===== src/rtl/tctd_pkg.sv =====
// shared types, constants and character helpers for the time display formatter
`timescale 1ns / 1ps

package tctd_pkg;

   // field widths
   localparam int KEY_W      = 8;
   localparam int TICK_W     = 24;
   localparam int CHAR_W     = 8;
   localparam int DIGIT_W    = 4;
   localparam int NUM_DIGITS = 6;
   localparam int SEC_W      = 18;
   localparam int MIN_W      = 13;

   // default depth of the queue between front and back
   localparam int QUEUE_DEPTH_DEFAULT = 2;

   // key codes
   localparam logic [KEY_W-1:0] KEY_MINSEC = 8'd49;
   localparam logic [KEY_W-1:0] KEY_SECS   = 8'd50;
   localparam logic [KEY_W-1:0] KEY_COUNT  = 8'd51;
   localparam logic [KEY_W-1:0] KEY_QUIT   = 8'd113;

   // output characters
   localparam logic [CHAR_W-1:0] CH_CR    = 8'd13;
   localparam logic [CHAR_W-1:0] CH_COLON = 8'd58;
   localparam logic [CHAR_W-1:0] CH_POINT = 8'd46;
   localparam logic [CHAR_W-1:0] CH_ZERO  = 8'd48;

   // reciprocal constants: floor(v / d) == (v * MUL) >> SHIFT over the value range
   localparam int DIV100_MUL   = 21474837;
   localparam int DIV100_SHIFT = 31;
   localparam int DIV60_MUL    = 559241;
   localparam int DIV60_SHIFT  = 25;
   localparam int DIV10_MUL    = 13421773;
   localparam int DIV10_SHIFT  = 27;

   typedef enum logic [1:0] {
      MODE_MINSEC = 2'd0,
      MODE_SECS   = 2'd1,
      MODE_COUNT  = 2'd2
   } mode_type;

   typedef logic [DIGIT_W-1:0] digit_type;
   typedef digit_type [NUM_DIGITS-1:0] digit_array_type;

   // one poll waiting for conversion
   typedef struct packed {
      mode_type          mode;
      logic [TICK_W-1:0] ticks;
   } item_type;

   // one converted display line
   typedef struct packed {
      mode_type        mode;
      digit_array_type digits;
   } line_type;

   function automatic logic [CHAR_W-1:0] digit_char(digit_type d);
      return CH_ZERO + {4'b0000, d};
   endfunction

   // index of the final character of a line
   function automatic logic [2:0] last_index(mode_type mode);
      logic [2:0] idx;
      case (mode)
         MODE_SECS:  idx = 3'd7;
         MODE_COUNT: idx = 3'd6;
         default:    idx = 3'd5;
      endcase
      return idx;
   endfunction

   // character at a position of a line
   function automatic logic [CHAR_W-1:0] char_at(mode_type mode, digit_array_type d,
                                                 logic [2:0] idx);
      logic [CHAR_W-1:0] ch;
      ch = CH_CR;
      case (mode)
         MODE_SECS: begin
            case (idx)
               3'd1:    ch = digit_char(d[5]);
               3'd2:    ch = digit_char(d[4]);
               3'd3:    ch = digit_char(d[3]);
               3'd4:    ch = digit_char(d[2]);
               3'd5:    ch = CH_POINT;
               3'd6:    ch = digit_char(d[1]);
               3'd7:    ch = digit_char(d[0]);
               default: ch = CH_CR;
            endcase
         end
         MODE_COUNT: begin
            case (idx)
               3'd1:    ch = digit_char(d[5]);
               3'd2:    ch = digit_char(d[4]);
               3'd3:    ch = digit_char(d[3]);
               3'd4:    ch = digit_char(d[2]);
               3'd5:    ch = digit_char(d[1]);
               3'd6:    ch = digit_char(d[0]);
               default: ch = CH_CR;
            endcase
         end
         default: begin
            case (idx)
               3'd1:    ch = digit_char(d[3]);
               3'd2:    ch = digit_char(d[2]);
               3'd3:    ch = CH_COLON;
               3'd4:    ch = digit_char(d[1]);
               3'd5:    ch = digit_char(d[0]);
               default: ch = CH_CR;
            endcase
         end
      endcase
      return ch;
   endfunction

endpackage


===== src/rtl/tctd_queue.sv =====
// small fifo of polls between front and back
`timescale 1ns / 1ps

module tctd_queue #(
   parameter int DEPTH = tctd_pkg::QUEUE_DEPTH_DEFAULT
) (
   input  logic                clock,
   input  logic                reset,
   input  logic                push_valid,
   input  tctd_pkg::item_type  push_item,
   output logic                push_ready,
   output logic                pop_valid,
   output tctd_pkg::item_type  pop_item,
   input  logic                pop_ready
);

   localparam int PTR_W = $clog2(DEPTH);
   localparam int CNT_W = $clog2(DEPTH + 1);

   tctd_pkg::item_type entry_ff [DEPTH];
   logic [PTR_W-1:0]   wr_ptr_ff, wr_ptr_in;
   logic [PTR_W-1:0]   rd_ptr_ff, rd_ptr_in;
   logic [CNT_W-1:0]   count_ff, count_in;
   logic               push, pop;

   assign push_ready = count_ff != CNT_W'(DEPTH);
   assign pop_valid  = count_ff != '0;
   assign pop_item   = entry_ff[rd_ptr_ff];
   assign push       = push_valid && push_ready;
   assign pop        = pop_valid && pop_ready;

   // pointer and fill bookkeeping
   always_comb begin
      wr_ptr_in = wr_ptr_ff;
      rd_ptr_in = rd_ptr_ff;
      count_in  = count_ff;
      if (push) begin
         wr_ptr_in = (wr_ptr_ff == PTR_W'(DEPTH - 1)) ? '0 : wr_ptr_ff + 1'b1;
      end
      if (pop) begin
         rd_ptr_in = (rd_ptr_ff == PTR_W'(DEPTH - 1)) ? '0 : rd_ptr_ff + 1'b1;
      end
      if (push && !pop) begin
         count_in = count_ff + 1'b1;
      end else if (pop && !push) begin
         count_in = count_ff - 1'b1;
      end
   end

   always_ff @(posedge clock) begin
      if (reset) begin
         wr_ptr_ff <= '0;
         rd_ptr_ff <= '0;
         count_ff  <= '0;
      end else begin
         wr_ptr_ff <= wr_ptr_in;
         rd_ptr_ff <= rd_ptr_in;
         count_ff  <= count_in;
      end
   end

   // entry storage
   always_ff @(posedge clock) begin
      if (push) begin
         entry_ff[wr_ptr_ff] <= push_item;
      end
   end

`ifndef SYNTHESIS
   a_count_bound: assert property (@(posedge clock) disable iff (reset)
      count_ff <= CNT_W'(DEPTH))
      else $error("queue fill beyond depth");
   a_count_step: assert property (@(posedge clock) disable iff (reset)
      (push && !pop) |=> (count_ff == $past(count_ff) + 1'b1))
      else $error("queue fill not advanced on push");
`endif

endmodule


===== config.mk =====
export PLATFORM = sky130hd
export DESIGN_NAME = tctd_queue
export DESIGN_NICKNAME = d
export VERILOG_FILES = /design/src/rtl/tctd_pkg.sv /design/src/rtl/tctd_queue.sv
export SDC_FILE = /design/constraint.sdc
export NUM_CORES = 1
export LEC_CHECK = 0
export BUFFER_PORTS_ARGS = -buffer_cell sky130_fd_sc_hd__buf_2
export CORE_ASPECT_RATIO = 1.25
export CORE_MARGIN = 10
export CORE_UTILIZATION = 51
export DETAILED_ROUTE_END_ITERATION = 10
export PLACE_DENSITY = 0.74
export SLEW_MARGIN = 20
export SYNTH_ARGS = -nofsm -noshare
export SYNTH_HDL_FRONTEND = slang
export SYNTH_SLANG_ARGS = --single-unit

===== constraint.sdc =====
create_clock -name clock -period 2.3 [get_ports clock]
set_input_delay 0.345 -clock clock [delete_from_list [all_inputs] [get_ports clock]]
set_output_delay 0.345 -clock clock [all_outputs]
set_load 0.01 [all_outputs]

==> results.cfg, run 1 <==
[outcome]
status = completed

[min_path]
worstHoldPathType = input port to flip-flop
hold_depth = 1

[die]
die_w_um = 77.4
start_util_pct = 52.0
core_area_mm2 = 0.00403
io_pins = 58
die_h_um = 91.7
rows = 26
dieArea_mm2 = 0.00709

[final_layout]
final_layout_size_suffix_gt1_share_pct = 57.2
fin_nets = 207
antenna_cells = 0
syn_to_final_growth_pct = 25.3

[yosys]
ys_warn_count = 0
synth_seq_area_share_pct = 79.2
synth_top_cell_by_area = edfxtp_1
post-synth-top-count-cell = edfxtp_1
syn_nets = 136
synth-edff-count = 52
synthTopCellsByArea = edfxtp_1 (74%), mux2_2 (14%), dfxtp_1 (4.8%)
async_flop_share_pct = 0
synth_top_area_share_pct = 74.5
syn_area_mm2 = 0.00210
netlist_instances = 105
synth_commonest_cells = edfxtp_1 (52), mux2_2 (26), dfxtp_1 (5)
synth-main-ff-cell = edfxtp_1
synth-seq-cells = 57
synth_cell_types = 18
syn_area_per_cell_um2 = 20.0

[critical_path]
critPathKind = flip-flop to output pin
slowest_stage = mux2_2
cp.arrival_ns = 1.39
endpoint_kind = output pin
r2r_cells = 5
path_cells = buf_4 -> mux2_2 -> buf_2
cpPeakStageDelay_ns = 0.36
critPathMaxFanout = 16
start_kind = flip-flop
required_ns = 1.96

[route]
drc = 0
avgRoutedWirePerCell_um = 16.2
vias = 1155
dr.pass1.iters = 4
dr.first_iter.drc_count = 30
via_per_inst = 4.89
routed_wl_mm = 3.83
antenna_left = 0

[sta]
fin_hold_ws_ns = 0.211
period_needed_ns = 1.74
worst_pin_slew_ns = 0.293
maxSlewHeadroom_pct = 80.2
fin_setup_tns_ns = 0
slew_viol_final = 0
grt_setup_unrepaired = false
setup_violations = 0
skew_ns = 0.00449
timing.final.hold_violations = 0
min_period_over_period_pct = 75.6
max_freq_mhz = 575

[placement]
dpl.hpwl_mm = 2.77
gp_congestion = 0.657
portBuffers = 57

[power]
power_density_mw_per_mm2 = 1060
ir_drop_v = 0.000749
p_leak_nw = 1.02

[clock_tree]
htree_levels = 3
holdBufCountCts = 0
cts_buffers = 9
cts_tree = built
ctsLongestPathBuffers = 2
post-cts-setup-buffers = 0
cts-root-buf = clkbuf_8
ctsResizeCount = 0
clk_latency_ns = 0.32
clk_pin_slew_ns = 0.06
cts_sinks = 57

[global_routing]
grt_overflow = 0
grt_max_degree = 17
track_usage_pct = 11.2
grt_pass1_vias = 1291
grt_pass1_wl_mm = 5.91
antenna_found_initial = 0

[flow_run]
cap_viol_max_count = 0
==> per-stage QoR <==
stage / setup slack [ns] / instances / cell area (um2) / utilization (%) / power, mW
2_1_floorplan: 0.578 / 105 / 2100 / - / 1.84
3_3_place_gp: 0.761 / 221 / 2480 / 61.4 / 2.10
3_5_place_dp: 0.644 / 221 / 2480 / 61.4 / 2.13
4_1_cts: 0.521 / 236 / 2630 / 65.1 / 2.85
5_1_grt: 0.470 / 236 / 2630 / 65.1 / 2.94
6_report: 0.560 / 236 / 2630 / 65.1 / 2.79
==> power breakdown <==
part / leakage [nW] / internal, mW / switching (mW)
Clock: 0.0811 / 0.366 / 0.336
Combinational: 0.411 / 0.360 / 0.386
Sequential: 0.527 / 1.30 / 0.0468
==> final cells by class <==
cell class	count	area, um2
repair buffers	63	330
well taps	56	70.1
clock buffers	9	124
inverters	1	3.75
fillers	323	1410
clock inverters	6	26.3
multi-input cells	44	412
flip-flops and latches	57	1660
==> cell usage in the layout, fill, tap and decap left out, types with 2 or more instances in the layout <==
cell type	instances
buf_4	6
clkbuf_8	9
mux2_2	26
o21ai_0	2
clkinv_1	3
clkinv_2	3
nor2_1	3
dfxtp_1	5
buf_2	57
edfxtp_1	52
xor2_1	3
a21oi_1	2
==> logic make-up after synthesis <==
logic type	after synthesis	share of synthesized area (%)
and+or+nand+nor	9	2.39
adders and majority gates	1	0.597
xor gates and xnor gates	3	1.25
DFF	57	79.2
AOI/OAI and AO/OA	5	1.43
muxes	26	14.0
buffers and inverters	4	1.13
==> layer usage <==
layer	GRT usage [%]	wire length (um)	vias to the layer above
met5	0	0	-
met4	9.76	111	0
met3	4.59	301	9
met2	19.6	2080	44
met1	9.42	1340	551
li1	-	-	551
==> sequential cells by signal, summed over array words and instances (netlist names), named ones only <==
name	flops
rd_ptr_ff	1
entry_ff	52
count_ff	2
wr_ptr_ff	1
==> worst paths after layout <==
path	from	end	slack (ns)
max	flip-flop	pop_item[0]	0.56
min	push_item[18]	entry_ff[0][18]$_DFFE_PP_	0.21
max reg2reg	count_ff[0]$_SDFFE_PP0P_	count_ff[1]$_SDFFE_PP0P_	0.65
min reg2reg	count_ff[1]$_SDFFE_PP0P_	count_ff[1]$_SDFFE_PP0P_	0.51
==> worst max-delay path: cells and delay by family, from the launching register on <==
family	cells	cell delay (ns)
buffers and inverters	2	0.38
muxes	1	0.36
DFF	1	0.32
Power figures use the tool's default switching activity.
==> run 2, diff against run 1 <==
Settings changed: ABC_AREA set to 1, CORE_UTILIZATION 51 to 46, PLACE_DENSITY 0.74 to 0.7.
Clock period 2.3 ns to 1.6 ns, I/O delays scaled along.
==> run 2 against run 1 <==
  * Synthesized area up 5.8%
  * Non-clock buffer count unchanged
  * Sequential share of layout area down 5.3 points
  * Die area up 13%
  * Power up 58%
  * Clock skew down 0.00073 ns
  * Synthesized cell count up 12%
  * Flip-flop and latch count unchanged
  * Combinational power up 85%
  * Register-to-register slack worse by 0.48 ns
  * Global-route usage up 0.47 points
  * Critical path type unchanged
  * Largest power group unchanged
==> results.cfg, run 2 <==
[outcome]
status = completed

[die]
dieArea_mm2 = 0.00802
io_pins = 58
rows = 28
start_util_pct = 47.3
core_area_mm2 = 0.00469
die_w_um = 82.1
die_h_um = 97.7

[yosys]
synth-simple-area-share_pct = 3.44
post-synth-top-count-cell = edfxtp_1
synth_compound_area_share_pct = 0.902
syn_area_mm2 = 0.00222
synth_top_area_share_pct = 70.3
async_flop_share_pct = 0
synth_xor_xnor_area_share_pct = 0
synthAdderAreaFrac_pct = 0.564
synth-seq-cells = 57
syn_nets = 149
synthTopCellsByArea = edfxtp_1 (70%), mux2_4 (14%), dfxtp_1 (4.5%)
synth_top_cell_by_area = edfxtp_1
synth_mux_area_share_pct = 16.6
synth-edff-count = 52
synth_cell_types = 14
synth_seq_area_share_pct = 74.9
ys_warn_count = 0
syn_area_per_cell_um2 = 18.8
synth_top_family_by_area = multiplexers
netlist_instances = 118
synth-main-ff-cell = edfxtp_1
synth_commonest_cells = edfxtp_1 (52), mux2_4 (20), nand2_1 (9)

[route]
dr.first_iter.drc_count = 89
drc = 0
via_per_inst = 4.85
vias = 1233
avgRoutedWirePerCell_um = 17.4
antenna_left = 0
routed_wl_mm = 4.43
dr.pass1.iters = 4

[critical_path]
critPathMaxFanout = 15
critPathKind = flip-flop to output pin
endpoint_kind = output pin
cp.arrival_ns = 1.33
ff2ff_setup_slack_ns = 0.17
start_kind = flip-flop
required_ns = 1.36

[final_layout]
final_area_mm2 = 0.00287
fin_nets = 220
final_layout_size_suffix_gt1_share_pct = 54.6
final_common_cell = edfxtp_1
fillers = 392
reg_top3 = entry_ff (52), count_ff (2)
antenna_cells = 0
mostFrequentLayoutCells = edfxtp_1 (52), buf_2 (43), mux2_4 (26), buf_6 (14), clkbuf_8 (9)
largest_reg_flops = 52
stdcell_count = 254
syn_to_final_growth_pct = 29.5
top_register = entry_ff

[sta]
skew_ns = 0.00376
min_period_over_period_pct = 98.4
grt_setup_unrepaired = true
maxSlewHeadroom_pct = 85.7
setup_violations = 0
timing.final.hold_violations = 0
slew_viol_final = 0
period_needed_ns = 1.57
setup_ws_ns = 0.0264
worst_pin_slew_ns = 0.214
max_freq_mhz = 635

[global_routing]
grt_overflow = 0
grt_pass1_wl_mm = 6.88
grt_max_degree = 16
track_usage_pct = 11.6
grt_pass1_vias = 1415
antenna_found_initial = 0

[placement]
dp_cells = 238
dpl_cell_area_mm2 = 0.00259
portBuffers = 57
gp_congestion = 0.720
dp_worst_setup_slack_ns = 0.0895

[power]
p_leak_nw = 1.18
power_density_mw_per_mm2 = 1530
ir_drop_v = 0.00101

[flow_run]
cap_viol_max_count = 0

[clock_tree]
holdBufCountCts = 0
ctsResizeCount = 9
cts_sinks = 57
post-cts-setup-buffers = 0
clk_pin_slew_ns = 0.06
htree_levels = 3
cts_tree = built
cts_buffers = 9
clk_latency_ns = 0.33
ctsLongestPathBuffers = 2
cts-root-buf = clkbuf_8

[min_path]
worstHoldPathType = input port to flip-flop
==> run 2: changes by cell type after synthesis, sizes merged <==
cell	before	now
and3	1	0
a21bo	1	0
nand2	0	9
nand3b	1	0
nand4	0	1
inv	1	8
or3	1	0
nand2b	1	0
nand3	0	2
nor2	3	7
and2	1	0
or2	1	0
xor2	3	0
==> run 2: cell families after synthesis <==
kind of cell	count (synthesis)
buffers and inverters	11
multiplexers	26
AO/OA/AOI/OAI	4
adder cells (fa/ha/maj)	1
flip-flops	57
AND/OR/NAND/NOR	19
==> run 2: layout make-up <==
cell class                      count  area [um2]  area share, %
Sequential cell                    57        1670           57.9
Clock buffer                       11         131           4.57
Tap cell                           60        75.1           2.61
Timing Repair Buffer               63         443           15.4
Inverter                            8        30.0           1.04
Clock inverter                      5        22.5          0.784
Multi-Input combinational cell     50         507           17.6
==> run 2: through the flow <==
| step | hold WS, ns | power, mW | utilization (%) | setup TNS (ns) |
|---|---|---|---|---|
| floorplan | 0.339 | 2.79 | - | -6.15 |
| global placement | 0.427 | 3.13 | 55.2 | 0 |
| detailed placement | 0.431 | 3.20 | 55.2 | 0 |
| CTS | 0.0844 | 4.33 | 59.3 | -0.0218 |
| global route | 0.0777 | 4.66 | 61.2 | -0.0551 |
| finish | 0.0996 | 4.41 | 61.2 | 0 |
==> run 2: power by group <==
part	switching, mW	internal (mW)	leakage [nW]
Sequential	0.0812	1.89	0.527
Combinational	0.651	0.727	0.568
Clock	0.517	0.542	0.0819
Total	1.25	3.16	1.18
==> run 2: critical path, stage by stage, from the launching register on <==
cell	delay, ns
dfxtp_4	0.37
buf_12	0.17
mux2_4	0.32
buf_6	0.13
==> run 2: worst paths after layout <==
check                                         startpoint                   endpoint  cells past startpoint
worst max register to register  count_ff[0]$_SDFFE_PP0P_   count_ff[1]$_SDFFE_PP0P_                      9
worst min register to register  count_ff[0]$_SDFFE_PP0P_   count_ff[0]$_SDFFE_PP0P_                      2
worst min-delay path                       push_item[17]  entry_ff[1][17]$_DFFE_PP_                      1
worst max-delay path                           flip-flop               pop_item[12]                      3
==> run 2: per-layer routing <==
metal	vias to the layer above	GRT usage [%]	share of wire (%)
met5	-	0	0
met4	0	5.91	2.5
met3	11	5.74	7.1
met2	36	19.8	57
met1	605	11.0	33
li1	581	-	-
