[src/rtl/tctd_pkg.sv]
// shared types, constants and character helpers for the time display formatter
`timescale 1ns / 1ps

package tctd_pkg;

   // field widths
   localparam int KEY_W      = 8;
   localparam int TICK_W     = 24;
   localparam int CHAR_W     = 8;
   localparam int DIGIT_W    = 4;
   localparam int NUM_DIGITS = 6;
   localparam int SEC_W      = 18;
   localparam int MIN_W      = 13;

   // default depth of the queue between front and back
   localparam int QUEUE_DEPTH_DEFAULT = 2;

   // key codes
   localparam logic [KEY_W-1:0] KEY_MINSEC = 8'd49;
   localparam logic [KEY_W-1:0] KEY_SECS   = 8'd50;
   localparam logic [KEY_W-1:0] KEY_COUNT  = 8'd51;
   localparam logic [KEY_W-1:0] KEY_QUIT   = 8'd113;

   // output characters
   localparam logic [CHAR_W-1:0] CH_CR    = 8'd13;
   localparam logic [CHAR_W-1:0] CH_COLON = 8'd58;
   localparam logic [CHAR_W-1:0] CH_POINT = 8'd46;
   localparam logic [CHAR_W-1:0] CH_ZERO  = 8'd48;

   // reciprocal constants: floor(v / d) == (v * MUL) >> SHIFT over the value range
   localparam int DIV100_MUL   = 21474837;
   localparam int DIV100_SHIFT = 31;
   localparam int DIV60_MUL    = 559241;
   localparam int DIV60_SHIFT  = 25;
   localparam int DIV10_MUL    = 13421773;
   localparam int DIV10_SHIFT  = 27;

   typedef enum logic [1:0] {
      MODE_MINSEC = 2'd0,
      MODE_SECS   = 2'd1,
      MODE_COUNT  = 2'd2
   } mode_type;

   typedef logic [DIGIT_W-1:0] digit_type;
   typedef digit_type [NUM_DIGITS-1:0] digit_array_type;

   // one poll waiting for conversion
   typedef struct packed {
      mode_type          mode;
      logic [TICK_W-1:0] ticks;
   } item_type;

   // one converted display line
   typedef struct packed {
      mode_type        mode;
      digit_array_type digits;
   } line_type;

   function automatic logic [CHAR_W-1:0] digit_char(digit_type d);
      return CH_ZERO + {4'b0000, d};
   endfunction

   // index of the final character of a line
   function automatic logic [2:0] last_index(mode_type mode);
      logic [2:0] idx;
      case (mode)
         MODE_SECS:  idx = 3'd7;
         MODE_COUNT: idx = 3'd6;
         default:    idx = 3'd5;
      endcase
      return idx;
   endfunction

   // character at a position of a line
   function automatic logic [CHAR_W-1:0] char_at(mode_type mode, digit_array_type d,
                                                 logic [2:0] idx);
      logic [CHAR_W-1:0] ch;
      ch = CH_CR;
      case (mode)
         MODE_SECS: begin
            case (idx)
               3'd1:    ch = digit_char(d[5]);
               3'd2:    ch = digit_char(d[4]);
               3'd3:    ch = digit_char(d[3]);
               3'd4:    ch = digit_char(d[2]);
               3'd5:    ch = CH_POINT;
               3'd6:    ch = digit_char(d[1]);
               3'd7:    ch = digit_char(d[0]);
               default: ch = CH_CR;
            endcase
         end
         MODE_COUNT: begin
            case (idx)
               3'd1:    ch = digit_char(d[5]);
               3'd2:    ch = digit_char(d[4]);
               3'd3:    ch = digit_char(d[3]);
               3'd4:    ch = digit_char(d[2]);
               3'd5:    ch = digit_char(d[1]);
               3'd6:    ch = digit_char(d[0]);
               default: ch = CH_CR;
            endcase
         end
         default: begin
            case (idx)
               3'd1:    ch = digit_char(d[3]);
               3'd2:    ch = digit_char(d[2]);
               3'd3:    ch = CH_COLON;
               3'd4:    ch = digit_char(d[1]);
               3'd5:    ch = digit_char(d[0]);
               default: ch = CH_CR;
            endcase
         end
      endcase
      return ch;
   endfunction

endpackage

[src/rtl/tctd_if.sv]


interface tctd_rsp_if;
   logic                            valid;
   logic                            ready;
   logic [tctd_pkg::CHAR_W-1:0]     char_out;
   logic                            last_char;

   modport source (output valid, char_out, last_char, input ready);
   modport sink (input valid, char_out, last_char, output ready);
endinterface

[src/rtl/tctd_emit.sv]
// back end emitter: serializes one display line into characters
`timescale 1ns / 1ps

module tctd_emit (
   input  logic                clock,
   input  logic                reset,
   input  logic                line_valid,
   input  tctd_pkg::line_type  line,
   output logic                line_ready,
   tctd_rsp_if.source          rsp
);

   tctd_pkg::line_type          line_ff;
   logic                        busy_ff;
   logic [2:0]                  idx_ff;
   logic                        out_valid_ff;
   logic [tctd_pkg::CHAR_W-1:0] out_char_ff;
   logic                        out_last_ff;

   logic [2:0] last_idx;
   logic       last_now;
   logic       out_free;
   logic       send;
   logic       finish;
   logic       load;

   assign last_idx   = tctd_pkg::last_index(line_ff.mode);
   assign last_now   = idx_ff == last_idx;
   assign out_free   = !out_valid_ff || rsp.ready;
   assign send       = busy_ff && out_free;
   assign finish     = send && last_now;
   assign line_ready = !busy_ff || finish;
   assign load       = line_valid && line_ready;

   assign rsp.valid     = out_valid_ff;
   assign rsp.char_out  = out_char_ff;
   assign rsp.last_char = out_last_ff;

   // line walk and output register
   always_ff @(posedge clock) begin
      if (reset) begin
         busy_ff      <= 1'b0;
         out_valid_ff <= 1'b0;
      end else begin
         if (load) begin
            busy_ff <= 1'b1;
         end else if (finish) begin
            busy_ff <= 1'b0;
         end
         if (send) begin
            out_valid_ff <= 1'b1;
         end else if (rsp.ready) begin
            out_valid_ff <= 1'b0;
         end
      end
      if (load) begin
         line_ff <= line;
         idx_ff  <= '0;
      end else if (send) begin
         idx_ff <= idx_ff + 1'b1;
      end
      if (send) begin
         out_char_ff <= tctd_pkg::char_at(line_ff.mode, line_ff.digits, idx_ff);
         out_last_ff <= last_now;
      end
   end

`ifndef SYNTHESIS
   a_idx_bound: assert property (@(posedge clock) disable iff (reset)
      busy_ff |-> (idx_ff <= last_idx))
      else $error("character index past end of line");
`endif

endmodule

[src/flat_wrapper.sv]
// flat-port wrapper written by rule: the top's interface ports become plain ports
module tctd_emit_flat 
  (clock, reset, line_valid, line, line_ready, rsp_valid, rsp_char_out, rsp_last_char, rsp_ready);
  tctd_rsp_if rsp_i ();
  input  logic clock;
  input  logic reset;
  input  logic line_valid;
  input  tctd_pkg::line_type line;
  output logic line_ready;
  output wire logic [$bits(rsp_i.valid)-1:0] rsp_valid;
  output wire logic [$bits(rsp_i.char_out)-1:0] rsp_char_out;
  output wire logic [$bits(rsp_i.last_char)-1:0] rsp_last_char;
  input wire logic [$bits(rsp_i.ready)-1:0] rsp_ready;
  assign rsp_valid = rsp_i.valid;
  assign rsp_char_out = rsp_i.char_out;
  assign rsp_last_char = rsp_i.last_char;
  assign rsp_i.ready = rsp_ready;
  tctd_emit u_core (.clock(clock), .reset(reset), .line_valid(line_valid), .line(line), .line_ready(line_ready), .rsp(rsp_i));
endmodule
[config.mk]
export PLATFORM = sky130hd
export DESIGN_NAME = tctd_emit_flat
export DESIGN_NICKNAME = d
export VERILOG_FILES = /design/src/rtl/tctd_pkg.sv /design/src/rtl/tctd_if.sv /design/src/rtl/tctd_emit.sv /design/src/flat_wrapper.sv
export SDC_FILE = /design/constraint.sdc
export NUM_CORES = 1
export LEC_CHECK = 0
export BUFFER_PORTS_ARGS = -buffer_cell sky130_fd_sc_hd__buf_2
export CAP_MARGIN = 20
export CORE_ASPECT_RATIO = 1.5
export CORE_MARGIN = 5
export CORE_UTILIZATION = 55
export CTS_BUF_LIST = sky130_fd_sc_hd__clkbuf_4 sky130_fd_sc_hd__clkbuf_8
export CTS_CLUSTER_SIZE = 16
export DETAILED_ROUTE_END_ITERATION = 10
export PLACE_DENSITY = 0.8
export SLEW_MARGIN = 15
export SYNTH_ARGS = -nofsm -noshare
export SYNTH_HDL_FRONTEND = slang
export SYNTH_SLANG_ARGS = --single-unit
[constraint.sdc]
create_clock -name clock -period 4.5 [get_ports clock]
set_input_delay 0.225 -clock clock [delete_from_list [all_inputs] [get_ports clock]]
set_output_delay 0.225 -clock clock [all_outputs]
set_load 0.005 [all_outputs]
==> metrics.csv, run 1 <==
metric,value,unit
status,completed,
pin count of the biggest net entering global routing,32,
CP Capture Type,flip-flop,
first-pass GRT wire length,6610,µm
initial antenna violation count,0,
Commonest cells post-synth,"33 x edfxtp_1, 12 x a21oi_1, 11 x ha_1",
Final #Nets,236,
Startpoint Class,flip-flop,
die area,0.00484,mm²
critical path cell sequence,inv_2 > ha_1 > a2111o_1 > nand2_2 > o32a_1 > o221ai_2,
Die Y,82.8,µm
Post-Route WL,3940,µm
PortBufs,38,
CP arrival,2700,ps
Main synth FF type,edfxtp_1,
H-Tree Depth,2,
"non-filler cells, final",238,
Crit Path Max Fanout,31,
GRT Resource Usage Total,18.3,%
post-synthesis async set-or-reset flop share,0,%
CTS root buf,clkbuf_8,
# resized after CTS,0,
Worst Setup Path Type,flip-flop to flip-flop,
Relative slew margins,33.6,%
Fmax,374,MHz
Tot Pwr,0.000993,W
total global routing overflow,0,
"antenna viol nets, final",0,
count of final hold-check violations,0,
Routed wire per std cell,16.6,µm
peak supply drop,322,µV
Cells after DPL,230,
core box area,0.00342,mm²
cts hold-fix bufs,0,
Starting DRT DRC Count,75,
placed inst area,0.00211,mm²
"top cells by area, synth","edfxtp_1 51%, ha_1 7.1%, dfxtp_1 5.2%",
share of layout cells above drive strength 1,29.1,%
Least-Margin Pin Slew,995,ps
Lkg Pwr,0.880,nW
final setup fails,0,
TritonCTS clock tree,yes,
Pins Over Slew Limit,0,
number of CTS-inserted buffers,5,
register bit total from synthesis,38,
setup_tns,0,ps
syn_area_per_cell,12.1,µm²
Cells after Synth,160,
routability cong.,0.928,
Yosys warning count,0,
DR pass1 iterations,4,
"Seq/Total Area, Yosys",56.2,%
Initial Util,56.8,%
routed via count,1417,
final non-filler cell area,0.00223,mm²
Hold WC Path Type,primary input to flip-flop,
Post-synth EDFFs,33,
clock-pin slew on the worst setup and hold paths,70,ps
# DRC,0,
worst path required time,4520,ps
CP top delay family,flip-flops,
crit path time final,2670,ps
chip width,58.5,µm
"Distinct cells, synth",45,
top-count cell post-synth,edfxtp_1,
Crit-path slowest cell,dfxtp_1,
fin crit share,59.4,%
num rows,26,
mapped cell area,0.00194,mm²
Pwr Density,446,mW/mm²
Clock Latency Late Sink,280,ps
vias in the first global route,1406,
RSZ-0062 raised after global routing,no,
CTS sink count,38,
Inserted Diodes,0,
max cap viols,0,
CP Buf/Inv Count,1,
maximum buffer depth of the clock tree,2,
Final HPWL DP,2920,µm
Worst path max stage delay,980,ps
"area leader, netlist",edfxtp_1,
Synth top area share,51.1,%
# Post-CTS Setup Buffers,0,
clk_skew,5.18,ps
Vias/cell,5.95,
Area Growth Syn to Fin,14.8,%
IO Pins,41,
post-layout util,65.2,%
[flip-flops by register name (all words and copies together), names as in the netlist]
register	flops
u_core.rsp.char_out	6
u_core.idx_ff	3
u_core.rsp.last_char	1
u_core.line_ff	26
u_core.rsp.valid	1
u_core.busy_ff	1
[path summary, 6_finish.rpt]
| kind | start | to | slack [ps] | cells after the start |
|---|---|---|---|---|
| max | u_core.idx_ff[2] | u_core.rsp.char_out[1] | 1830 | 6 |
| min | reset | u_core.busy_ff | 110 | 2 |
| max reg2reg | u_core.idx_ff[2] | u_core.rsp.char_out[1] | 1830 | 6 |
| min reg2reg | u_core.busy_ff | u_core.rsp.valid | 470 | 2 |
[layout make-up]
cell class | instances | area [µm²]
Tap cell | 42 | 52.6
Timing Repair Buffer | 38 | 190
Clock inverter | 2 | 37.5
Inverter | 8 | 30.0
Fill cell | 287 | 1190
Sequential cell | 38 | 1090
Multi-Input combinational cell | 104 | 749
Clock buffer | 6 | 76.3
[logic make-up (layout without fill, tap and decap cells)]
group	after synthesis	count (layout)	share of synthesized area (%)
AO/OA/AOI/OAI	56	56	21.0
XOR/XNOR	3	3	1.35
flip-flops	38	38	56.2
AND/OR/NAND/NOR	32	32	8.83
buffers and inverters	19	54	5.35
adder cells (fa/ha/maj)	11	11	7.09
other	1	2	0.193
[through the flow]
| stage | hold slack, ps | setup slack (ps) |
|---|---|---|
| 3_5_place_dp | 404 | 1870 |
| 3_3_place_gp | 397 | 1920 |
| 2_1_floorplan | 294 | 2620 |
| 5_1_grt | 93.2 | 1640 |
| 4_1_cts | 101 | 1850 |
| 6_report | 106 | 1830 |
[report_power, final]
part / switching [W] / total [W] / internal (W)
clock network: 0.000114 / 0.000286 / 0.000171
registers: 0.0000308 / 0.000457 / 0.000426
logic: 0.000147 / 0.000251 / 0.000103
total: 0.000292 / 0.000993 / 0.000700
[layer usage]
| layer | routed length, µm | part of all wire (%) | up-vias | track usage (%) |
|---|---|---|---|---|
| met5 | 0 | 0 | - | 0 |
| met3 | 219 | 5.6 | 9 | 4.98 |
| met2 | 2150 | 55 | 52 | 32.7 |
| li1 | - | - | 680 | - |
| met4 | 89 | 2.3 | 0 | 8.35 |
| met1 | 1480 | 38 | 676 | 19.9 |
[worst reg2reg max path, stage by stage (launching register included)]
cell	delay, ps
dfxtp_1	980
inv_2	190
ha_1	350
a2111o_1	490
nand2_2	120
o32a_1	180
o221ai_2	100
[layout by cell type (no fill, tap or decap), types with 2 or more instances in the layout]
cell type,synthesis,final
a21oi_1,12,12
a221oi_1,4,4
a22oi_1,10,10
a32oi_1,4,4
buf_2,5,38
clkbuf_8,0,5
conb_1,1,2
dfxtp_1,5,5
edfxtp_1,33,33
ha_1,11,11
inv_1,5,5
inv_2,3,3
nand2_1,6,6
nand2b_1,2,2
nand3_1,4,4
nand3b_1,2,2
nand4b_1,2,2
nor2_1,8,8
o21ai_0,4,4
o21ai_1,5,5
o31ai_1,5,5
xor2_1,2,2
Power figures use the tool's default switching activity.
==> run 2, diff against run 1 <==
ABC_AREA = 1   (was unset)
PLACE_DENSITY = 0.79   (was 0.8)
clock period = 2.5 ns   (was 4.5 ns; I/O delays follow)
==> run 2 against run 1 <==
Net effect:
- design area rose by 9.9%
- critical path depth rose by 4
- global-route usage fell by 0.11 points
- highest routed layer unchanged
- largest cell class unchanged
- fmax rose by 29%
==> metrics.csv, run 2 <==
metric,value,unit,change
Vias/cell,5.22,,-12%
GRT Resource Usage Total,18.2,%,-0.11 points
top-count cell post-synth,nand2_1,,
Hold WC Path Type,primary input to flip-flop,,
routability cong.,1.01,,+9.2%
initial antenna violation count,0,,unchanged
Post-Route WL,4290,µm,+8.9%
Routed wire per std cell,13.1,µm,-21%
"setup slack, reg-to-reg",420,ps,-1400 ps
"commonest non-fill, non-tap cell in the layout",nand2_1,,
Crit-path slowest cell,edfxtp_1,,
# Post-CTS Setup Buffers,0,,unchanged
Inserted Diodes,0,,unchanged
CP top delay family,buffers and inverters,,
setup_tns,0,ps,unchanged
core box area,0.00372,mm²,+8.8%
Hold Path End,u_core.line_ff[21],,
Fmax,482,MHz,+29%
TritonCTS clock tree,yes,,
Yosys warning count,0,,unchanged
PortBufs,38,,unchanged
routed via count,1711,,+21%
Cells after Synth,241,,+51%
Final HPWL DP,3300,µm,+13%
fin crit share,83.1,%,+24 points
clk_skew,10.5,ps,+5.34 ps
most frequent cells in the layout,"77 x nand2_1, 38 x buf_2, 33 x edfxtp_1",,
"Seq/Total Area, Yosys",51.5,%,-4.7 points
# DRC,0,,unchanged
R2R Path Start,u_core.line_ff[24],,
Synth top area share,46.8,%,-4.3 points
num rows,27,,+3.8%
Main synth FF type,edfxtp_1,,
Pins Over Slew Limit,0,,unchanged
worst r2r path cells,10,,+4
share of layout cells above drive strength 1,20.7,%,-8.4 points
IO Pins,41,,unchanged
Biggest register,u_core.line_ff,,
max FFs per register,26,,unchanged
Startpoint Class,flip-flop,,
Crit Path Max Fanout,26,,-16%
CTS sink count,38,,unchanged
Worst path max stage delay,360,ps,-620 ps
mapped cell area,0.00212,mm²,+9.2%
total global routing overflow,0,,unchanged
Commonest cells post-synth,"77 x nand2_1, 33 x edfxtp_1, 29 x nand3_1",,
post-synthesis async set-or-reset flop share,0,%,unchanged
critical path cell sequence,inv_1 > ha_1 > inv_1 > nand2_1 > nand2_1 > nand4_4 > o21ai_4 > inv_1 > nor2_2 > buf_12,,
Tot Pwr,0.00160,W,+62%
Die Y,86.0,µm,+3.9%
vias in the first global route,1629,,+16%
die area,0.00522,mm²,+7.8%
Clock Latency Late Sink,290,ps,about the same
RSZ-0062 raised after global routing,no,,
"non-filler cells, final",328,,+38%
Least-Margin Pin Slew,560,ps,-435 ps
syn_area_per_cell,8.79,µm²,-28%
Pwr Density,656,mW/mm²,+47%
Relative slew margins,62.6,%,+29 points
placed inst area,0.00234,mm²,+11%
clock-pin slew on the worst setup and hold paths,80,ps,about the same
number of CTS-inserted buffers,5,,unchanged
Lkg Pwr,1.21,nW,+37%
maximum buffer depth of the clock tree,2,,unchanged
"top cells by area, synth","edfxtp_1 47%, nand2_1 14%, nand3_1 6.9%",,
CP arrival,2060,ps,-640 ps
Starting DRT DRC Count,69,,-8.0%
DR pass1 iterations,4,,unchanged
pin count of the biggest net entering global routing,27,,-16%
Initial Util,57.0,%,+0.19 points
"area leader, netlist",edfxtp_1,,
Area Growth Syn to Fin,15.5,%,
worst path required time,2490,ps,-2030 ps
CP Capture Type,flip-flop,,
hold path start,line[21],,
reg-to-reg critical path endpoint,u_core.line_ff[13],,
CTS root buf,clkbuf_8,,
"antenna viol nets, final",0,,unchanged
Cells after DPL,318,,+38%
peak supply drop,432,µV,+34%
CP Buf/Inv Count,4,,+3
H-Tree Depth,2,,unchanged
max cap viols,0,,unchanged
Post-synth EDFFs,33,,unchanged
status,completed,,
final non-filler cell area,0.00245,mm²,+9.9%
Final #Nets,325,,+38%
register bit total from synthesis,38,,unchanged
crit path time final,2080,ps,-598 ps
Worst Setup Path Type,flip-flop to flip-flop,,
Worst Hold Path Cells,1,,-1
post-layout util,65.9,%,+0.66 points
final setup fails,0,,unchanged
"Distinct cells, synth",27,,-40%
Critical Path Most Common Cell,inv_1,,
chip width,60.7,µm,+3.7%
first-pass GRT wire length,7160,µm,+8.2%
count of final hold-check violations,0,,unchanged
==> run 2: cell count changes in the layout (fill, tap and decap cells not counted), sizes merged, moves of 5 or more <==
cell / delta
nand2: +73
nand3: +26
o31ai: -5
a21oi: -7
nor2: +10
a22oi: -10
inv: +20
==> run 2: how the worst max path moves through the flow <==
stage | from | end | slack, ps | depth (start not counted)
detailed placement | u_core.line_ff[24] | u_core.line_ff[21] | 420 | 10
global placement | u_core.line_ff[24] | u_core.line_ff[21] | 490 | 10
floorplan | u_core.line_ff[24] | u_core.line_ff[0] | 90 | 9
finish | u_core.line_ff[24] | u_core.line_ff[13] | 420 | 10
CTS | u_core.line_ff[24] | u_core.line_ff[10] | 400 | 10
global route | u_core.line_ff[24] | u_core.line_ff[2] | 230 | 10
==> run 2: what timing repair did <==
action	in CTS	in global routing
hold endpoints to repair	2	1
hold buffers	1	1
gates resized for setup	0	0
==> run 2: report_power, final <==
| group | internal [W] | switching, W |
|---|---|---|
| Clock | 0.000202 | 0.000201 |
| Combinational | 0.000155 | 0.000265 |
| Sequential | 0.000752 | 0.0000295 |
| Total | 0.00111 | 0.000495 |
==> run 2: layout make-up <==
cell class	count	area, µm²
clock buffers	6	76.3
clock inverters	2	8.76
fillers	318	1270
inverters	28	105
multi-input cells	169	875
flip-flops and latches	38	1090
well taps	43	53.8
repair buffers	42	238
==> run 2: per-stage QoR <==
step	hold slack [ps]	setup WS (ps)
4_1_cts	0.276	403
3_5_place_dp	301	420
5_1_grt	0.464	228
2_1_floorplan	194	94.7
3_3_place_gp	299	488
6_report	5.56	423
==> run 2: per-layer routing <==
layer  share of wire (%)  GRT usage (%)
met2                  53           30.6
met3                 5.9           4.22
met5                   0              0
met4                 3.7           8.88
met1                  38           21.1
==> run 2: kinds of logic after synthesis <==
group | count (synthesis) | synth area share (%)
compound gates | 23 | 6.67
flops | 38 | 51.5
xor+xnor | 1 | 0.414
buf+inv | 35 | 7.50
fa+ha+maj | 11 | 6.50
simple gates | 132 | 27.2
other cells | 1 | 0.177
