File: config.mk
export PLATFORM = sky130hd
export DESIGN_NAME = tctd_front_flat
export DESIGN_NICKNAME = d
export VERILOG_FILES = /design/src/rtl/tctd_pkg.sv /design/src/rtl/tctd_if.sv /design/src/rtl/tctd_front.sv /design/src/flat_wrapper.sv
export SDC_FILE = /design/constraint.sdc
export NUM_CORES = 1
export LEC_CHECK = 0
export BUFFER_PORTS_ARGS = -buffer_cell sky130_fd_sc_hd__buf_2
export CAP_MARGIN = 20
export CORE_MARGIN = 2
export CORE_UTILIZATION = 29
export DETAILED_ROUTE_END_ITERATION = 6
export PLACE_DENSITY = 0.92
export SYNTH_ARGS = -nofsm -noshare
export SYNTH_HDL_FRONTEND = slang
export SYNTH_SLANG_ARGS = --single-unit
File: constraint.sdc
create_clock -name clock -period 2.47 [get_ports clock]
set_input_delay 0.247 -clock clock [delete_from_list [all_inputs] [get_ports clock]]
set_output_delay 0.247 -clock clock [all_outputs]
set_load 0.01 [all_outputs]
File: src/rtl/tctd_pkg.sv
// shared types, constants and character helpers for the time display formatter
`timescale 1ns / 1ps

package tctd_pkg;

   // field widths
   localparam int KEY_W      = 8;
   localparam int TICK_W     = 24;
   localparam int CHAR_W     = 8;
   localparam int DIGIT_W    = 4;
   localparam int NUM_DIGITS = 6;
   localparam int SEC_W      = 18;
   localparam int MIN_W      = 13;

   // default depth of the queue between front and back
   localparam int QUEUE_DEPTH_DEFAULT = 2;

   // key codes
   localparam logic [KEY_W-1:0] KEY_MINSEC = 8'd49;
   localparam logic [KEY_W-1:0] KEY_SECS   = 8'd50;
   localparam logic [KEY_W-1:0] KEY_COUNT  = 8'd51;
   localparam logic [KEY_W-1:0] KEY_QUIT   = 8'd113;

   // output characters
   localparam logic [CHAR_W-1:0] CH_CR    = 8'd13;
   localparam logic [CHAR_W-1:0] CH_COLON = 8'd58;
   localparam logic [CHAR_W-1:0] CH_POINT = 8'd46;
   localparam logic [CHAR_W-1:0] CH_ZERO  = 8'd48;

   // reciprocal constants: floor(v / d) == (v * MUL) >> SHIFT over the value range
   localparam int DIV100_MUL   = 21474837;
   localparam int DIV100_SHIFT = 31;
   localparam int DIV60_MUL    = 559241;
   localparam int DIV60_SHIFT  = 25;
   localparam int DIV10_MUL    = 13421773;
   localparam int DIV10_SHIFT  = 27;

   typedef enum logic [1:0] {
      MODE_MINSEC = 2'd0,
      MODE_SECS   = 2'd1,
      MODE_COUNT  = 2'd2
   } mode_type;

   typedef logic [DIGIT_W-1:0] digit_type;
   typedef digit_type [NUM_DIGITS-1:0] digit_array_type;

   // one poll waiting for conversion
   typedef struct packed {
      mode_type          mode;
      logic [TICK_W-1:0] ticks;
   } item_type;

   // one converted display line
   typedef struct packed {
      mode_type        mode;
      digit_array_type digits;
   } line_type;

   function automatic logic [CHAR_W-1:0] digit_char(digit_type d);
      return CH_ZERO + {4'b0000, d};
   endfunction

   // index of the final character of a line
   function automatic logic [2:0] last_index(mode_type mode);
      logic [2:0] idx;
      case (mode)
         MODE_SECS:  idx = 3'd7;
         MODE_COUNT: idx = 3'd6;
         default:    idx = 3'd5;
      endcase
      return idx;
   endfunction

   // character at a position of a line
   function automatic logic [CHAR_W-1:0] char_at(mode_type mode, digit_array_type d,
                                                 logic [2:0] idx);
      logic [CHAR_W-1:0] ch;
      ch = CH_CR;
      case (mode)
         MODE_SECS: begin
            case (idx)
               3'd1:    ch = digit_char(d[5]);
               3'd2:    ch = digit_char(d[4]);
               3'd3:    ch = digit_char(d[3]);
               3'd4:    ch = digit_char(d[2]);
               3'd5:    ch = CH_POINT;
               3'd6:    ch = digit_char(d[1]);
               3'd7:    ch = digit_char(d[0]);
               default: ch = CH_CR;
            endcase
         end
         MODE_COUNT: begin
            case (idx)
               3'd1:    ch = digit_char(d[5]);
               3'd2:    ch = digit_char(d[4]);
               3'd3:    ch = digit_char(d[3]);
               3'd4:    ch = digit_char(d[2]);
               3'd5:    ch = digit_char(d[1]);
               3'd6:    ch = digit_char(d[0]);
               default: ch = CH_CR;
            endcase
         end
         default: begin
            case (idx)
               3'd1:    ch = digit_char(d[3]);
               3'd2:    ch = digit_char(d[2]);
               3'd3:    ch = CH_COLON;
               3'd4:    ch = digit_char(d[1]);
               3'd5:    ch = digit_char(d[0]);
               default: ch = CH_CR;
            endcase
         end
      endcase
      return ch;
   endfunction

endpackage

File: src/rtl/tctd_if.sv
// poll and character channel interfaces
`timescale 1ns / 1ps

interface tctd_req_if;
   logic                            valid;
   logic                            ready;
   logic                            key_valid;
   logic [tctd_pkg::KEY_W-1:0]      key_byte;
   logic [tctd_pkg::TICK_W-1:0]     tick_count;

   modport source (output valid, key_valid, key_byte, tick_count, input ready);
   modport sink (input valid, key_valid, key_byte, tick_count, output ready);
endinterface


File: src/rtl/tctd_front.sv
// poll front end: key decode, mode and halt state, queue push
`timescale 1ns / 1ps

module tctd_front (
   input  logic                clock,
   input  logic                reset,
   tctd_req_if.sink            req,
   output logic                push_valid,
   output tctd_pkg::item_type  push_item,
   input  logic                push_ready
);

   tctd_pkg::mode_type mode_ff, mode_in;
   logic               halted_ff, halted_in;
   logic               is_quit;
   logic               xfer;

   // while halted, and for the halt key itself, the poll is swallowed without a push
   assign req.ready  = halted_ff || is_quit || push_ready;
   assign xfer       = req.valid && req.ready;
   assign is_quit    = req.key_valid && (req.key_byte == tctd_pkg::KEY_QUIT);
   assign push_valid = req.valid && !halted_ff && !is_quit;

   // mode keys
   always_comb begin
      mode_in   = mode_ff;
      halted_in = halted_ff;
      if (xfer && !halted_ff && req.key_valid) begin
         unique case (req.key_byte)
            tctd_pkg::KEY_MINSEC: mode_in   = tctd_pkg::MODE_MINSEC;
            tctd_pkg::KEY_SECS:   mode_in   = tctd_pkg::MODE_SECS;
            tctd_pkg::KEY_COUNT:  mode_in   = tctd_pkg::MODE_COUNT;
            tctd_pkg::KEY_QUIT:   halted_in = 1'b1;
            default:              mode_in   = mode_ff;
         endcase
      end
   end

   assign push_item.mode  = mode_in;
   assign push_item.ticks = req.tick_count;

   // state registers
   always_ff @(posedge clock) begin
      if (reset) begin
         mode_ff   <= tctd_pkg::MODE_MINSEC;
         halted_ff <= 1'b0;
      end else begin
         mode_ff   <= mode_in;
         halted_ff <= halted_in;
      end
   end

`ifndef SYNTHESIS
   a_no_push_halted: assert property (@(posedge clock) disable iff (reset)
      halted_ff |-> !push_valid)
      else $error("poll pushed after halt");
   a_halt_sticky: assert property (@(posedge clock) disable iff (reset)
      halted_ff |=> halted_ff)
      else $error("halt state cleared without reset");
`endif

endmodule

File: src/flat_wrapper.sv
// flat-port wrapper written by rule: the top's interface ports become plain ports
module tctd_front_flat 
  (clock, reset, push_valid, push_item, push_ready, req_valid, req_key_valid, req_key_byte, req_tick_count, req_ready);
  tctd_req_if req_i ();
  input  logic clock;
  input  logic reset;
  output logic push_valid;
  output tctd_pkg::item_type push_item;
  input  logic push_ready;
  input wire logic [$bits(req_i.valid)-1:0] req_valid;
  input wire logic [$bits(req_i.key_valid)-1:0] req_key_valid;
  input wire logic [$bits(req_i.key_byte)-1:0] req_key_byte;
  input wire logic [$bits(req_i.tick_count)-1:0] req_tick_count;
  output wire logic [$bits(req_i.ready)-1:0] req_ready;
  assign req_i.valid = req_valid;
  assign req_i.key_valid = req_key_valid;
  assign req_i.key_byte = req_key_byte;
  assign req_i.tick_count = req_tick_count;
  assign req_ready = req_i.ready;
  tctd_front u_core (.clock(clock), .reset(reset), .req(req_i), .push_valid(push_valid), .push_item(push_item), .push_ready(push_ready));
endmodule
==> results.yml, run 1 <==
grt:
  grt_use_met1_pct: 4.19
  grt_pass1_vias: 216
  grt_util_met2_pct: 13.1
  gr-usage-met3_pct: 5.43
  grt_pass1_wl_um: 717
  overflow: 0
  grt_max_degree: 5
  antenna_found_initial: 0
  top_usage_layer: "met2"
  grt_usage_pct: 7.53
clocking:
  htreeDepth: 1
  cts_setup_buffers: 0
  clk_pin_slew_ns: 0.04
  cts.repair.resized: 0
  cts_tree: "done"
  clkLatencyLatePin_ns: 0.23
  cts_sinks: 3
  cts_made_buffers: 3
  root_buffer: "clkbuf_4"
  cts_buffer_depth: 2
  holdBufCountCts: 0
yosys:
  synth_edf_count: 0
  yosysMostFrequentCell: "buf_4"
  synth_top_family_by_area: "buffers and inverters"
  synth_seq_cells: 3
  synth_common_cells: "24 x buf_4, 3 x a21oi_1, 3 x dfxtp_1"
  async_reset_ff_share_pct: 0
  synth_mux_area_share_pct: 0
  yosys.area.top_type_share_pct: 46.0
  synth-seq-area-share_pct: 15.3
  synth_nets: 84
  syn_area_um2: 392
  syn-instance-count: 47
  synthAdderAreaFrac_pct: 0
  synth_area_leaders: "buf_4 46%, dfxtp_1 15%, a2111oi_4 7.0%"
  yosys.area.top_type: "buf_4"
  synth-xor-area-share_pct: 0
  synth_area_per_cell_um2: 8.33
  yosysWarningCount: 0
  ys_types: 18
  synth_compound_area_share_pct: 13.4
  yosys.area_share.simple_pct: 24.3
  synthFlopType: "dfxtp_1"
drt:
  dr.pass1.iters: 4
  via_count: 259
  drt_iter0_drc: 3
  wl_per_cell_um: 10.2
  drt_wl_total_um: 590
  ant_nets: 0
  via_per_inst: 4.47
  post-route-drc-count: 0
job:
  cap_violations: 0
die:
  coreArea_um2: 1280
  start_util_pct: 30.5
  die_area_um2: 1660
  die_h_um: 40.8
  num_rows: 13
  io_pins: 65
  dieWidth_um: 40.8
hold_path:
  min_path_type: "primary input to flop"
  holdPathStages: 2
placement:
  place_ws_ns: 0.659
  placedCellCount: 54
  routabilityCongestion: 0.620
  place.port_buffers: 16
  hpwl_um: 509
  post_dp_cell_area_um2: 310
sta:
  worst_pin_slew_ns: 0.342
  setup_ws_ns: 0.490
  fin_crit_ns: 1.98
  finalSetupViolCount: 0
  slew_headroom_pct: 77.2
  timing.hold.ws_ns: 0.216
  period_share_pct: 80.2
  rsz0062_at_grt: "no"
  slew_viol_final: 0
  hold_viol_final: 0
  clock_skew_ns: 0.00214
  fin_setup_tns_ns: 0
  fmax_mhz: 505
setup_path:
  end_kind: "primary output"
  start_kind: "flop"
  crit_fanout: 4
  crit_required_ns: 2.22
  rrSetupSlack_ns: 0.98
  critPathKind: "flop to primary output"
  reg2reg_depth: 4
  cp.arrival_ns: 1.73
power_and_ir_drop:
  power.density_nw_per_um2: 465
  leakage_nw: 0.153
  irDropWorstVdd_uv: 134
layout:
  instances_no_fill: 58
  design_area_um2: 337
  nNetsFinal: 81
  num_antenna_cells: 0
  syn_to_final_growth_pct: -14.1
  drive_gt1_share_pct: 62.8
outcome:
  status: "finished, final reports clean"
==> stage by stage <==
stage          total power, mW  utilization [%]
5_1_grt                  0.169             26.2
3_3_place_gp            0.0718             24.1
2_1_floorplan           0.0992                -
4_1_cts                  0.162             26.2
6_report                 0.156             26.2
3_5_place_dp            0.0724             24.1
==> report_power, final <==
part | internal (mW) | leakage, nW | switching, mW | total [mW]
Sequential | 0.0488 | 0.0242 | 0.0000253 | 0.0488
Clock | 0.0605 | 0.0150 | 0.0246 | 0.0851
Combinational | 0.0128 | 0.114 | 0.00979 | 0.0225
Total | 0.122 | 0.153 | 0.0344 | 0.156
==> critical path: stages, from the launching register on <==
cell and delay, ns:
dfxtp_1 0.32, or3b_4 0.41, a2111oi_4 0.35, a21oi_1 0.16, nor2_1 0.12, buf_2 0.13
==> cell families (layout without fill, tap and decap cells) <==
kind of cell           count (synthesis)  in the layout
AND/OR/NAND/NOR                       14             14
AO/OA/AOI/OAI                          5              5
buffers and inverters                 25             21
flip-flops                             3              3
==> sequential cells by signal (all words and copies together) (netlist names) <==
signal and count:
u_core.mode_ff 2, u_core.halted_ff 1
==> worst paths after layout <==
kind                         start                end
setup reg to reg  u_core.halted_ff  u_core.mode_ff[0]
hold / removal               reset  u_core.mode_ff[1]
hold reg to reg   u_core.halted_ff   u_core.halted_ff
setup / recovery  u_core.halted_ff      push_item[24]
==> cell type report <==
| type | instances | area (um2) |
|---|---|---|
| clock buffer | 4 | 26.3 |
| fill | 152 | 948 |
| inverter | 1 | 3.75 |
| multi-input combinational | 19 | 148 |
| sequential | 3 | 60.1 |
| tap | 15 | 18.8 |
| timing repair buffer | 16 | 80.1 |
==> layer usage <==
metal  vias up  share of wire, %
met2         9                58
li1        125                 -
met4         0                 0
met5         -                 0
met1       125                26
met3         0                16
==> layout by cell type, fill, tap and decap left out, types with 2 or more instances in the layout <==
cell type	netlist	layout
nor2_1	2	2
a21oi_1	3	3
buf_2	0	16
dfxtp_1	3	3
nand3b_1	2	2
clkbuf_4	0	3
Note: power is estimated with default switching activity, not from simulation.
==> inputs of run 2 (changes only) <==
Settings changed: ABC_AREA set to 1, CORE_UTILIZATION 29 to 30, PLACE_DENSITY 0.92 to 0.87.
Clock period 2.47 ns to 1.92 ns, I/O delays scaled along.
==> run 2 against run 1 <==
  * Routed wire length is 35% higher
  * Sequential power is 28% higher
  * Clock-buffer cell count unchanged
  * Cell count grew 41%
  * Global-route usage grew 1.9 points
  * Worst hold slack lost 0.077 ns
  * Sequential share of layout area shrank 3.5 points
  * Setup slack lost 0.075 ns
  * Non-clock buffer count unchanged
  * Critical path type unchanged
  * Die area rose by 15%
  * Clock power rose by 33%
==> results.yml, run 2 <==
outcome:
  status: "finished, final reports clean"
yosys:
  ys_types: 17
  synth_seq_cells: 3
  synth_nets: 107
  async_reset_ff_share_pct: 0
  synth_edf_count: 0
  synthAdderAreaFrac_pct: 0
  yosys.area.top_type: "buf_4"
  syn-instance-count: 70
  synth_common_cells: "24 x buf_4, 13 x nand2_1, 7 x inv_1"
  yosys.area_share.simple_pct: 37.1
  synth_top_family_by_area: "buffers and inverters"
  synth_compound_area_share_pct: 5.57
  synth_area_per_cell_um2: 6.74
  synth-seq-area-share_pct: 12.7
  synth-xor-area-share_pct: 0
  yosysWarningCount: 0
  synth_mux_area_share_pct: 0
  synthFlopType: "dfxtp_1"
  yosys.area.top_type_share_pct: 38.2
  yosysMostFrequentCell: "buf_4"
  syn_area_um2: 472
  synth_area_leaders: "buf_4 38%, dfxtp_1 13%, nand2_1 10%"
grt:
  overflow: 0
  grt_pass1_wl_um: 1310
  antenna_found_initial: 0
  grt_pass1_vias: 368
  grt_usage_pct: 9.44
  grt_max_degree: 5
die:
  dieWidth_um: 43.7
  num_rows: 14
  start_util_pct: 31.7
  die_h_um: 43.7
  die_area_um2: 1910
  coreArea_um2: 1490
  io_pins: 65
drt:
  post-route-drc-count: 0
  via_per_inst: 4.49
  dr.pass1.iters: 2
  drt_iter0_drc: 4
  wl_per_cell_um: 9.74
  drt_wl_total_um: 799
  via_count: 368
  ant_nets: 0
clocking:
  cts_made_buffers: 3
  clk_pin_slew_ns: 0.04
  holdBufCountCts: 0
  cts_setup_buffers: 0
  cts.repair.resized: 0
  cts_buffer_depth: 2
  cts_sinks: 3
  cts_tree: "done"
  root_buffer: "clkbuf_4"
  clkLatencyLatePin_ns: 0.23
  htreeDepth: 1
sta:
  slew_viol_final: 0
  fmax_mhz: 665
  slew_headroom_pct: 85.8
  hold_viol_final: 0
  rsz0062_at_grt: "no"
  fin_crit_ns: 1.50
  clock_skew_ns: 0.00292
  finalSetupViolCount: 0
  period_share_pct: 78.4
  worst_pin_slew_ns: 0.212
  fin_setup_tns_ns: 0
setup_path:
  end_kind: "primary output"
  cp.arrival_ns: 1.31
  crit_required_ns: 1.73
  critPathKind: "flop to primary output"
  rrSetupSlack_ns: 0.85
  start_kind: "flop"
  crit_fanout: 3
layout:
  instances_no_fill: 82
  num_antenna_cells: 0
  design_area_um2: 418
  regMostFlops: "u_core.mode_ff"
  syn_to_final_growth_pct: -11.4
  drive_gt1_share_pct: 45.5
  largestRegisters: "u_core.mode_ff: 2 flops, u_core.halted_ff: 1 flops"
  largest_reg_flops: 2
  final_common_cell: "buf_2"
  layout_common_cells: "16 x buf_2, 13 x nand2_1, 7 x inv_1"
  nNetsFinal: 104
power_and_ir_drop:
  irDropWorstVdd_uv: 327
  power.density_nw_per_um2: 522
  leakage_nw: 0.238
placement:
  placedCellCount: 78
  routabilityCongestion: 0.663
  post_dp_cell_area_um2: 392
  place.port_buffers: 16
  hpwl_um: 693
job:
  cap_violations: 0
hold_path:
  min_path_type: "primary input to flop"
## run 2: logic make-up (layout without fill, tap and decap cells)
group	after synthesis	count (layout)
compound gates	4	4
buf+inv	32	28
flops	3	3
simple gates	31	31
## run 2: layout make-up
class	instances	area, um2
fill	174	1070
clock buffer	4	26.3
sequential	3	60.1
timing repair buffer	16	80.1
multi-input combinational	35	201
inverter	8	30.0
tap	16	20.0
## run 2: metrics by stage
step	hold WS [ns]	total power, mW	utilization [%]	setup slack, ns
6_report	0.139	0.218	28.1	0.416
5_1_grt	0.141	0.234	28.1	0.322
3_5_place_dp	0.384	0.107	26.3	0.670
3_3_place_gp	0.384	0.106	26.3	0.696
4_1_cts	0.131	0.226	28.1	0.405
2_1_floorplan	0.261	0.139	-	0.828
## run 2: worst paths after layout
check,startpoint,endpoint,depth (start not counted)
worst min register to register,u_core.mode_ff[1],u_core.mode_ff[1],2
worst max-delay path,u_core.halted_ff,push_item[24],6
worst max register to register,u_core.halted_ff,u_core.mode_ff[0],5
worst min-delay path,reset,u_core.mode_ff[0],2
## run 2: critical path, stage by stage, from the launching register on
cell     delay [ns]
dfxtp_1        0.31
or2_1          0.27
nor2_4         0.13
nand2_1        0.08
nand2_1        0.08
nand2_1        0.06
buf_2          0.13
## run 2: power by group
group	internal, mW	leakage (nW)	switching, mW	total, mW
combinational	0.0186	0.199	0.0237	0.0423
clock	0.0780	0.0150	0.0350	0.113
sequential	0.0627	0.0242	0.0000329	0.0627
total	0.159	0.238	0.0587	0.218
## run 2: routing by layer
metal | vias up | global-route usage, % | routed length (um)
li1 | 182 | - | -
met1 | 165 | 6.57 | 219
met2 | 11 | 16.2 | 461
met3 | 10 | 8.33 | 88
met4 | 0 | 6.06 | 29
met5 | - | 0 | 0
==> inputs of run 3 (changes only) <==
Clock period 1.92 ns to 1.4 ns, I/O delays scaled along.
==> run 3 against run 2 <==
  * The flow now finishes with violations (negative setup slack)
  * Power is 42% higher
  * Cell count grew 1.2%
  * Setup slack lost 0.43 ns
  * Combinational power is 51% higher
  * Clock-buffer cell count stayed put
  * Clock power is 42% higher
  * Worst hold slack got worse by 0.042 ns
  * Largest cell class unchanged
==> results.yml, run 3 (synthesis gave the netlist of run 2 again) <==
drt:
  drt_iter0_drc: 0
  post-route-drc-count: 0
  dr.pass1.iters: 1
  wl_per_cell_um: 10.4
  via_count: 368
  routed.top_layer: "met4"
  drt_wl_total_um: 860
  ant_nets: 0
  met3WireLength_um: 105
  met2_length_um: 463
  via_per_inst: 4.43
  drt-met1-wl_um: 248
clocking:
  clkLatencyLatePin_ns: 0.24
  htreeDepth: 1
  holdBufCountCts: 0
  cts_buffer_depth: 2
  cts_made_buffers: 3
  cts_sinks: 3
  cts_tree: "done"
  root_buffer: "clkbuf_4"
  clk_pin_slew_ns: 0.04
power_and_ir_drop:
  swShare_pct: 28.3
  power.switching_uw: 87.9
  leakage_nw: 0.245
  pwr-share-clk_pct: 51.7
  power.density_nw_per_um2: 696
  seqPwrFrac_pct: 27.8
  irDropWorstVdd_uv: 510
  p_int_uw: 222
  comb_power_share_pct: 20.5
grt:
  grt_max_degree: 5
  antenna_found_initial: 0
  grt_usage_pct: 10.8
  grt_pass1_wl_um: 1490
  overflow: 0
  grt_pass1_vias: 389
placement:
  place.port_buffers: 16
  hpwl_um: 685
  routabilityCongestion: 0.652
  post_dp_cell_area_um2: 392
  placedCellCount: 78
sta:
  worst_pin_slew_ns: 0.190
  setup_ws_ns: -0.0118
  slew_viol_final: 0
  fin_crit_ns: 1.41
  period_share_pct: 101
  hold_viol_final: 0
  rsz0062_at_grt: "yes"
  fin_setup_tns_ns: -0.0118
  slew_headroom_pct: 87.3
  fmax_mhz: 708
  finalSetupViolCount: 1
  clock_skew_ns: 0.00529
hold_path:
  whs_endpoint: "u_core.mode_ff[1]"
  holdPathStages: 2
  min_path_type: "primary input to flop"
  hp-start: "reset"
die:
  coreArea_um2: 1490
  dieWidth_um: 43.7
  num_rows: 14
  io_pins: 65
  start_util_pct: 31.7
  die_area_um2: 1910
  die_h_um: 43.7
setup_path:
  cp.arrival_ns: 1.27
  rrSetupSlack_ns: 0.37
  reg2reg_depth: 5
  critPathKind: "flop to primary output"
  end_kind: "primary output"
  crit_fanout: 3
  critical_path.reg2reg.startpoint: "u_core.halted_ff"
  crit_required_ns: 1.26
  start_kind: "flop"
  r2r-end: "u_core.mode_ff[1]"
job:
  cap_violations: 0
layout:
  regMostFlops: "u_core.mode_ff"
  num_antenna_cells: 0
  drive_gt1_share_pct: 55.2
  final_common_cell: "buf_2"
  layout_common_cells: "15 x buf_2, 9 x nand2_1, 7 x inv_1"
  nNetsFinal: 105
  syn_to_final_growth_pct: -5.57
  design_area_um2: 445
  instances_no_fill: 83
  largestRegisters: "u_core.mode_ff: 2 flops, u_core.halted_ff: 1 flops"
  largest_reg_flops: 2
outcome:
  violations: "negative setup slack"
  status: "finished, violations left"
run 3: cell count changes in the layout (fill, tap and decap cells not counted), sizes merged:
cell and delta:
buf +1
run 3: worst max-delay path, cell delays in order (launching register included):
cell	delay (ns)
dfxtp_2	0.32
or2_4	0.24
nor2_4	0.13
nand2_2	0.09
nand2_2	0.08
nand2_1	0.04
buf_2	0.13
run 3: what timing repair did:
item / 4_1_cts / 5_1_grt
setup endpoints to repair: 2 / 3
buffers inserted: 1 / 0
gates resized for setup: 5 / 2
pin swaps: 4 / 3
gates cloned: 0 / 0
run 3: worst max path at each step:
stage | startpoint | end | slack [ns] | cells after the start
2_1_floorplan | u_core.halted_ff | push_item[24] | 0.36 | 5
3_3_place_gp | u_core.halted_ff | push_item[24] | 0.25 | 6
3_5_place_dp | u_core.halted_ff | push_item[25] | 0.21 | 6
4_1_cts | u_core.halted_ff | push_item[25] | -0.02 | 6
5_1_grt | u_core.halted_ff | push_item[24] | -0.08 | 6
6_report | u_core.halted_ff | push_item[25] | -0.01 | 6
run 3: metal layers:
metal / global-route usage, % / up-vias
met2: 17.4 / 12
met1: 8.84 / 160
met4: 7.88 / 0
met3: 8.33 / 12
li1: - / 184
met5: 0 / -
run 3: power groups by stage:
stage / Combinational, mW / Sequential, mW / Clock (mW)
after floorplan: 0.103 / 0.0874 / 0
after global routing: 0.0721 / 0.0859 / 0.172
after CTS: 0.0638 / 0.0860 / 0.167
final: 0.0637 / 0.0861 / 0.160
after detailed placement: 0.0590 / 0.0874 / 0
after global placement: 0.0570 / 0.0874 / 0
run 3: final cells by class:
class	instances	area, um2
inverters	8	30.0
well taps	16	20.0
multi-input cells	35	214
clock buffers	4	26.3
repair buffers	17	93.8
fillers	162	1040
flip-flops and latches	3	61.3
run 3: per-stage QoR:
step | hold slack [ns] | util (%) | power [mW] | setup WS, ns
floorplan | 0.209 | - | 0.190 | 0.360
global placement | 0.280 | 26.3 | 0.144 | 0.254
detailed placement | 0.280 | 26.3 | 0.146 | 0.211
CTS | 0.0904 | 29.3 | 0.317 | -0.0186
global route | 0.0940 | 29.9 | 0.330 | -0.0780
finish | 0.0965 | 29.9 | 0.310 | -0.0118
